<file path="config.mk">
export PLATFORM = sky130hd
export DESIGN_NAME = tcp_frame_deframer
export DESIGN_NICKNAME = d
export VERILOG_FILES = /design/src/rtl/core/tfd_pkg.sv /design/src/rtl/core/tfd_cfg_regs.sv /design/src/rtl/core/tfd_parser.sv /design/src/rtl/core/tfd_out_reg.sv /design/src/rtl/core/tcp_frame_deframer.sv
export SDC_FILE = /design/constraint.sdc
export NUM_CORES = 1
export LEC_CHECK = 0
export BUFFER_PORTS_ARGS = -buffer_cell sky130_fd_sc_hd__buf_2
export CORE_UTILIZATION = 60
export CTS_CLUSTER_SIZE = 25
export DETAILED_ROUTE_END_ITERATION = 6
export PLACE_DENSITY = 0.89
export REMOVE_ABC_BUFFERS = 1
export SLEW_MARGIN = 20
export SYNTH_ARGS = -nofsm -noshare
export SYNTH_HDL_FRONTEND = slang
export SYNTH_HIERARCHICAL = 1
export SYNTH_SLANG_ARGS = --single-unit
</file>
<file path="constraint.sdc">
create_clock -name clk_i -period 5.36 [get_ports clk_i]
set_input_delay 0.536 -clock clk_i [delete_from_list [all_inputs] [get_ports clk_i]]
set_output_delay 0.536 -clock clk_i [all_outputs]
set_load 0.01 [all_outputs]
</file>
<file path="src/rtl/core/tfd_pkg.sv">
// Shared types and constants for the TCP frame deframer.
// No dependencies; used by every module in rtl/core.
package tfd_pkg;

  localparam int unsigned HdrBytes = 10;

  localparam logic [3:0] HdrLastIdx   = 4'(HdrBytes - 1);
  localparam logic [3:0] HdrShiftBytes = 4'd8;

  localparam logic [15:0] StartWordReset = 16'h51EB;
  localparam logic [31:0] MaxLenReset    = 32'h7FFF_FFFF;

  localparam logic CfgIdxStartWord = 1'b0;
  localparam logic CfgIdxMaxLen    = 1'b1;

  typedef enum logic [1:0] {
    KindDesc = 2'd0,
    KindStr  = 2'd1,
    KindPay  = 2'd2,
    KindErr  = 2'd3
  } item_kind_e;

  typedef enum logic {
    ErrBadStart  = 1'b0,
    ErrLenOver   = 1'b1
  } error_code_e;

  typedef struct packed {
    logic [15:0] start_word;
    logic [31:0] max_payload_len;
  } tfd_cfg_t;

  typedef struct packed {
    item_kind_e  item_kind;
    logic [7:0]  data_byte;
    logic [15:0] frame_type;
    logic [15:0] head_len;
    logic [31:0] payload_len;
    error_code_e error_code;
    logic        last_of_frame;
  } tfd_result_t;

endpackage

</file>
<file path="src/rtl/core/tfd_cfg_regs.sv">
// Configuration registers: expected start word and payload length limit.
// Depends on tfd_pkg.
module tfd_cfg_regs (
  input  logic              clk_i,
  input  logic              rst_ni,
  input  logic              cfg_we_i,
  input  logic              cfg_index_i,
  input  logic [31:0]       cfg_data_i,
  output tfd_pkg::tfd_cfg_t cfg_o
);

  logic [15:0] start_word_q;
  logic [31:0] max_len_q;

  always_ff @(posedge clk_i or negedge rst_ni) begin
    if (!rst_ni) begin
      start_word_q <= tfd_pkg::StartWordReset;
      max_len_q    <= tfd_pkg::MaxLenReset;
    end else if (cfg_we_i) begin
      unique case (cfg_index_i)
        tfd_pkg::CfgIdxStartWord: start_word_q <= cfg_data_i[15:0];
        tfd_pkg::CfgIdxMaxLen:    max_len_q    <= cfg_data_i;
        default: ;
      endcase
    end
  end

  assign cfg_o.start_word      = start_word_q;
  assign cfg_o.max_payload_len = max_len_q;

endmodule

</file>
<file path="src/rtl/core/tfd_parser.sv">
// Frame parser: header collection, checks and section counting, one beat per cycle with step_i high.
// Depends on tfd_pkg.
module tfd_parser (
  input  logic                 clk_i,
  input  logic                 rst_ni,
  input  tfd_pkg::tfd_cfg_t    cfg_i,
  input  logic                 step_i,
  input  logic [7:0]           rx_byte_i,
  output logic                 res_valid_o,
  output tfd_pkg::tfd_result_t res_o
);

  localparam logic [1:0] PhHdr = 2'd0;
  localparam logic [1:0] PhStr = 2'd1;
  localparam logic [1:0] PhPay = 2'd2;

  logic [1:0]  phase_q, phase_d;
  logic [3:0]  count_q, count_d;
  logic [63:0] hdr_q, hdr_d;
  logic [15:0] type_q, type_d;
  logic [31:0] remain_q, remain_d;
  logic [31:0] held_len_q, held_len_d;

  logic [31:0] remain_dec;
  logic [15:0] hdr_start;
  logic [15:0] hdr_hlen;
  logic [31:0] hdr_plen;

  assign remain_dec = remain_q - 32'd1;
  assign hdr_start  = hdr_d[63:48];
  assign hdr_hlen   = hdr_d[47:32];
  assign hdr_plen   = hdr_d[31:0];

  always_comb begin
    phase_d     = phase_q;
    count_d     = count_q;
    hdr_d       = hdr_q;
    type_d      = type_q;
    remain_d    = remain_q;
    held_len_d  = held_len_q;
    res_valid_o = 1'b0;
    res_o       = '0;
    unique case (phase_q)
      PhStr, PhPay: begin
        res_valid_o       = 1'b1;
        res_o.item_kind   = (phase_q == PhStr) ? tfd_pkg::KindStr : tfd_pkg::KindPay;
        res_o.data_byte   = rx_byte_i;
        res_o.frame_type  = type_q;
        res_o.head_len    = hdr_q[47:32];
        res_o.payload_len = held_len_q;
        res_o.error_code  = tfd_pkg::ErrBadStart;
        remain_d          = remain_dec;
        if (remain_dec == 32'd0) begin
          if (phase_q == PhStr && held_len_q != 32'd0) begin
            phase_d  = PhPay;
            remain_d = held_len_q;
          end else begin
            phase_d             = PhHdr;
            res_o.last_of_frame = 1'b1;
          end
        end
      end
      default: begin
        phase_d = PhHdr;
        if (count_q < tfd_pkg::HdrShiftBytes) begin
          hdr_d = {hdr_q[55:0], rx_byte_i};
        end else begin
          type_d = {type_q[7:0], rx_byte_i};
        end
        count_d = count_q + 4'd1;
        if (count_q == tfd_pkg::HdrLastIdx) begin
          count_d             = 4'd0;
          res_valid_o         = 1'b1;
          res_o.last_of_frame = 1'b1;
          if (hdr_start != cfg_i.start_word) begin
            res_o.item_kind  = tfd_pkg::KindErr;
            res_o.error_code = tfd_pkg::ErrBadStart;
          end else if (hdr_plen > cfg_i.max_payload_len) begin
            res_o.item_kind   = tfd_pkg::KindErr;
            res_o.error_code  = tfd_pkg::ErrLenOver;
            res_o.frame_type  = type_d;
            res_o.head_len    = hdr_hlen;
            res_o.payload_len = hdr_plen;
          end else begin
            held_len_d        = hdr_plen;
            res_o.item_kind   = tfd_pkg::KindDesc;
            res_o.error_code  = tfd_pkg::ErrBadStart;
            res_o.frame_type  = type_d;
            res_o.head_len    = hdr_hlen;
            res_o.payload_len = hdr_plen;
            if (hdr_hlen != 16'd0) begin
              phase_d             = PhStr;
              remain_d            = {16'd0, hdr_hlen};
              res_o.last_of_frame = 1'b0;
            end else if (hdr_plen != 32'd0) begin
              phase_d             = PhPay;
              remain_d            = hdr_plen;
              res_o.last_of_frame = 1'b0;
            end else begin
              remain_d = 32'd0;
            end
          end
        end
      end
    endcase
  end

  always_ff @(posedge clk_i or negedge rst_ni) begin
    if (!rst_ni) begin
      phase_q    <= PhHdr;
      count_q    <= 4'd0;
      hdr_q      <= 64'd0;
      type_q     <= 16'd0;
      remain_q   <= 32'd0;
      held_len_q <= 32'd0;
    end else if (step_i) begin
      phase_q    <= phase_d;
      count_q    <= count_d;
      hdr_q      <= hdr_d;
      type_q     <= type_d;
      remain_q   <= remain_d;
      held_len_q <= held_len_d;
    end
  end

endmodule

</file>
<file path="src/rtl/core/tfd_out_reg.sv">
// Result register holding one output beat until the consumer takes it.
// Depends on tfd_pkg.
module tfd_out_reg (
  input  logic                 clk_i,
  input  logic                 rst_ni,
  input  logic                 load_i,
  input  tfd_pkg::tfd_result_t res_i,
  input  logic                 out_ready_i,
  output logic                 out_valid_o,
  output tfd_pkg::tfd_result_t res_o
);

  logic                 valid_q;
  tfd_pkg::tfd_result_t res_q;

  always_ff @(posedge clk_i or negedge rst_ni) begin
    if (!rst_ni) begin
      valid_q <= 1'b0;
    end else if (load_i) begin
      valid_q <= 1'b1;
    end else if (out_ready_i) begin
      valid_q <= 1'b0;
    end
  end

  always_ff @(posedge clk_i) begin
    if (load_i) begin
      res_q <= res_i;
    end
  end

  assign out_valid_o = valid_q;
  assign res_o       = res_q;

endmodule

</file>
<file path="src/rtl/core/tcp_frame_deframer.sv">
// Top level of the TCP frame deframer: config registers, parser and result register.
// Depends on tfd_pkg, tfd_cfg_regs, tfd_parser and tfd_out_reg.
//
//   Channel   Handshake              Payload
//   rx        rx_valid_i/rx_ready_o  rx_byte_i
//   out       out_valid_o/out_ready_i item_kind_o .. last_of_frame_o
//   cfg       cfg_we_i               cfg_index_i, cfg_data_i
//
// One byte is taken every cycle while rx_ready_o is high; its result, if any, is visible the next cycle.
// The parser state and the result register set the rate: one beat per clock unless the output stalls.
// A stalled output holds rx_ready_o low only while its register is full.
// Reset returns the configuration to its defaults and the parser to header collection.
module tcp_frame_deframer (
  input  logic        clk_i,
  input  logic        rst_ni,
  input  logic        cfg_we_i,
  input  logic        cfg_index_i,
  input  logic [31:0] cfg_data_i,
  input  logic        rx_valid_i,
  output logic        rx_ready_o,
  input  logic [7:0]  rx_byte_i,
  output logic        out_valid_o,
  input  logic        out_ready_i,
  output logic [1:0]  item_kind_o,
  output logic [7:0]  data_byte_o,
  output logic [15:0] frame_type_o,
  output logic [15:0] head_len_o,
  output logic [31:0] payload_len_o,
  output logic        error_code_o,
  output logic        last_of_frame_o
);

  tfd_pkg::tfd_cfg_t    cfg;
  tfd_pkg::tfd_result_t parse_res;
  tfd_pkg::tfd_result_t out_res;
  logic                 parse_valid;
  logic                 rx_fire;

  assign rx_ready_o = !out_valid_o || out_ready_i;
  assign rx_fire    = rx_valid_i && rx_ready_o;

  tfd_cfg_regs u_cfg (
    .clk_i       (clk_i),
    .rst_ni      (rst_ni),
    .cfg_we_i    (cfg_we_i),
    .cfg_index_i (cfg_index_i),
    .cfg_data_i  (cfg_data_i),
    .cfg_o       (cfg)
  );

  tfd_parser u_parser (
    .clk_i       (clk_i),
    .rst_ni      (rst_ni),
    .cfg_i       (cfg),
    .step_i      (rx_fire),
    .rx_byte_i   (rx_byte_i),
    .res_valid_o (parse_valid),
    .res_o       (parse_res)
  );

  tfd_out_reg u_out (
    .clk_i       (clk_i),
    .rst_ni      (rst_ni),
    .load_i      (rx_fire && parse_valid),
    .res_i       (parse_res),
    .out_ready_i (out_ready_i),
    .out_valid_o (out_valid_o),
    .res_o       (out_res)
  );

  assign item_kind_o     = out_res.item_kind;
  assign data_byte_o     = out_res.data_byte;
  assign frame_type_o    = out_res.frame_type;
  assign head_len_o      = out_res.head_len;
  assign payload_len_o   = out_res.payload_len;
  assign error_code_o    = out_res.error_code;
  assign last_of_frame_o = out_res.last_of_frame;

endmodule

</file>
==> qor.yml <==
global_routing:
  grt_max_degree: 99
  grtUsageTotal_pct: 34.9
  use_met1_pct: 47.9
  antenna_found_initial: 0
  first_global_vias: 11558
  gr-usage-met3_pct: 6.73
  grt_pass1_wl_mm: 66.2
  grt-busiest-layer: "met2"
  met2_usage_pct: 54.3
  gr-total-overflow: 0
yosys:
  synth_top_family_by_area: "simple AND/OR/NAND/NOR gates"
  synth_top_area_share_pct: 27.2
  synthCells: 1368
  synth_ff_type: "dfrtp_1"
  synth_area_leaders: "dfrtp_1 (27%), edfxtp_1 (16%), mux2_2 (9.5%)"
  synth.distinct_cells: 76
  synth_compound_area_share_pct: 12.0
  avgSynthCellArea_um2: 10.7
  yosys.area.top_type: "dfrtp_1"
  ys_warn_count: 6
  synthAdderAreaFrac_pct: 2.99
  async_flop_share_pct: 72.4
  synth.cell_area_um2: 14600
  synth-seq-cells: 275
  yosys.area_share.simple_pct: 15.4
  synthMuxAreaShare_pct: 13.3
  ys_seq_area_share_pct: 49.9
  synth_edf_count: 76
  synthXorXnorAreaFrac_pct: 2.09
setup_path:
  setup.worst_path.start_class: "register"
  end_kind: "register"
  crit_arrival_ns: 5.17
  reg2reg_depth: 13
  cp_max_fo: 30
  crit_required_ns: 5.79
  worstSetupPathType: "reg -> reg"
  rrSetupSlack_ns: 0.62
  rr_startpoint: "u_parser/phase_q[0]$_DFFE_PN0P_"
  r2r_end: "u_parser/held_len_q[22]$_DFFE_PN0P_"
timing:
  hold_viol_final: 0
  skew_ns: 0.0300
  fin_crit_ns: 4.74
  fin_setup_tns_ns: 0
  worst_pin_slew_ns: 1.10
  rsz0062_at_grt: "no"
  timing.final.crit_share_pct: 88.5
  finalSetupViolCount: 0
  slew_headroom_pct: 26.6
  slew_violations: 0
  max_freq_mhz: 211
clock_network:
  clock_path_buffers: 3
  path_clk_slew_ns: 0.06
  clk_latency_ns: 0.57
  cts_resized: 0
  cts.sinks: 275
  post_cts_buffers: 0
  cts_root_buffer: "clkbuf_16"
  h-tree-depth: 1
  numCtsBuffers: 28
  cts_hold_buf: 0
  cts_tree: "yes"
floorplanning:
  die_x_um: 158
  num_rows: 56
  die_area_um2: 25000
  ios: 124
  fp.coreArea_um2: 23700
  die_h_um: 158
  initial_core_util_pct: 61.8
place:
  dp_hpwl_mm: 29.1
  finalWeightedCongestion: 0.994
  port_buffers: 123
status:
  outcome: "finished, final reports clean"
layout:
  syn2layout_area_growth_pct: 12.7
  drive_above_1_share_pct: 26.2
  utilization_pct: 69.7
  diodes: 0
  nFillCells: 1682
  nNetsFinal: 1549
drt:
  drtPass1Iterations: 6
  wl_per_cell_um: 23.5
  vias: 12067
  wl_mm: 42.5
  drtIter0Drc: 1554
  drcViolationCount: 0
  routed_via_density: 6.67
  drtAntennaViolNets: 0
flow_run:
  maxCapViolCount: 0
power_and_ir_drop:
  leakage_nw: 7.28
  powerDensity_nw_per_um2: 508
  ir_worst_vdd_v: 0.000303
min_path:
  hp-class: "in -> async"
-- sequential cells by signal, summed over array words and instances, names as in the netlist --
register	count
u_parser/type_q	16
u_out/out_valid_o	1
u_cfg/max_len_q	32
u_parser/phase_q	2
u_parser/remain_q	32
u_parser/hdr_q	64
u_cfg/start_word_q	16
u_parser/held_len_q	32
u_parser/count_q	4
u_out/res_o	76
-- metrics by stage --
stage | power [mW] | cell area, um2 | std cells | setup slack (ns) | hold slack, ns
6_report | 8.38 | 16500 | 1809 | 0.618 | 0.0428
5_1_grt | 8.74 | 16500 | 1809 | 0.503 | 0.100
4_1_cts | 8.24 | 16500 | 1809 | 0.752 | 0.0882
3_5_place_dp | 6.18 | 15500 | 1757 | 0.783 | 0.472
3_3_place_gp | 6.01 | 15500 | 1757 | 0.917 | 0.464
2_1_floorplan | 5.13 | 14300 | 1289 | -2.24 | 0.240
-- cell families (layout without fill, tap and decap cells) --
family | after synthesis | after routing
XOR/XNOR | 35 | 35
adder cells (fa/ha/maj) | 35 | 35
buffers and inverters | 153 | 275
multiplexers | 174 | 174
AO/OA/AOI/OAI | 253 | 253
flip-flops | 275 | 275
AND/OR/NAND/NOR | 443 | 443
-- where the power goes --
part	internal (mW)	switching [mW]	total (mW)
Combinational	1.19	1.77	2.96
Clock	1.19	0.843	2.03
Sequential	2.69	0.700	3.39
-- cells in the final DEF (no fill, tap or decap), types with 10 or more instances in the layout --
cell       instances
o21ai_0           48
a21o_1            11
nand3_1           34
o2bb2ai_1         38
or3_1             10
nor2b_1           14
dfrtp_1          159
xnor2_1           29
or4_1             10
nor2_1            43
buf_2            122
dfstp_2           40
inv_1             74
o22ai_1           17
a21oi_1           40
nand4_1           23
clkbuf_16         29
and2_1            17
buf_4             26
o211ai_1          10
a31oi_1           11
nand2_1          183
ha_1              34
mux2_4            10
a211oi_1          22
nor4_1            34
nor3_1            30
edfxtp_1          76
mux2i_1           36
mux2_2           124
-- cell usage after synthesis (9+ instances only) --
| cell | count |
|---|---|
| a211oi_1 | 22 |
| a21o_1 | 11 |
| a21oi_1 | 40 |
| a31oi_1 | 11 |
| and2_1 | 18 |
| and3_1 | 9 |
| buf_2 | 9 |
| clkbuf_1 | 59 |
| dfrtp_1 | 159 |
| dfstp_2 | 40 |
| edfxtp_1 | 76 |
| ha_1 | 35 |
| inv_1 | 74 |
| mux2_2 | 124 |
| mux2_4 | 10 |
| mux2i_1 | 36 |
| nand2_1 | 183 |
| nand3_1 | 34 |
| nand4_1 | 23 |
| nor2_1 | 43 |
| nor2b_1 | 16 |
| nor3_1 | 30 |
| nor4_1 | 34 |
| o211ai_1 | 10 |
| o21ai_0 | 48 |
| o22ai_1 | 17 |
| o2bb2ai_1 | 38 |
| or3_1 | 10 |
| or4_1 | 10 |
| xnor2_1 | 29 |
-- worst max-delay path, cell delays in order, from the launching register on --
cell     delay (ns)
dfrtp_1        0.42
ha_4           0.28
nor2b_2        0.16
buf_4          0.25
nand2_1        0.12
nand2_1        0.25
ha_1           0.38
nand4_1        0.18
nor4_1         0.55
nor2b_1        0.25
a22o_1         0.29
or3_1          0.67
buf_4          0.42
mux2_2         0.39
-- cell type report --
cell class | instances | area (um2) | area share, %
Clock inverter | 11 | 129 | 0.780
Sequential cell | 275 | 7310 | 44.3
Multi-Input combinational cell | 940 | 6740 | 40.8
Timing Repair Buffer | 149 | 820 | 4.96
Inverter | 74 | 278 | 1.68
Clock buffer | 41 | 841 | 5.09
Tap cell | 319 | 399 | 2.42
-- worst max-delay path by stage --
stage                                     from                                   to  slack (ns)  depth (start not counted)
3_3_place_gp   u_parser/phase_q[0]$_DFFE_PN0P_  u_parser/held_len_q[28]$_DFFE_PN0P_        0.92                         13
2_1_floorplan  u_parser/phase_q[0]$_DFFE_PN0P_    u_parser/remain_q[22]$_DFFE_PN0P_       -2.24                         12
3_5_place_dp   u_parser/phase_q[0]$_DFFE_PN0P_  u_parser/held_len_q[31]$_DFFE_PN0P_        0.78                         13
4_1_cts        u_parser/phase_q[0]$_DFFE_PN0P_  u_parser/held_len_q[28]$_DFFE_PN0P_        0.75                         13
5_1_grt        u_parser/phase_q[1]$_DFFE_PN0P_  u_parser/held_len_q[28]$_DFFE_PN0P_        0.50                         15
6_report       u_parser/phase_q[0]$_DFFE_PN0P_  u_parser/held_len_q[22]$_DFFE_PN0P_        0.62                         13
-- layer usage --
| metal | routed length (um) | vias up |
|---|---|---|
| met1 | 16400 | 5838 |
| met4 | 1800 | 0 |
| li1 | - | 5229 |
| met3 | 4660 | 159 |
| met5 | 0 | - |
| met2 | 19700 | 841 |
Note: power is estimated with default switching activity, not from simulation.
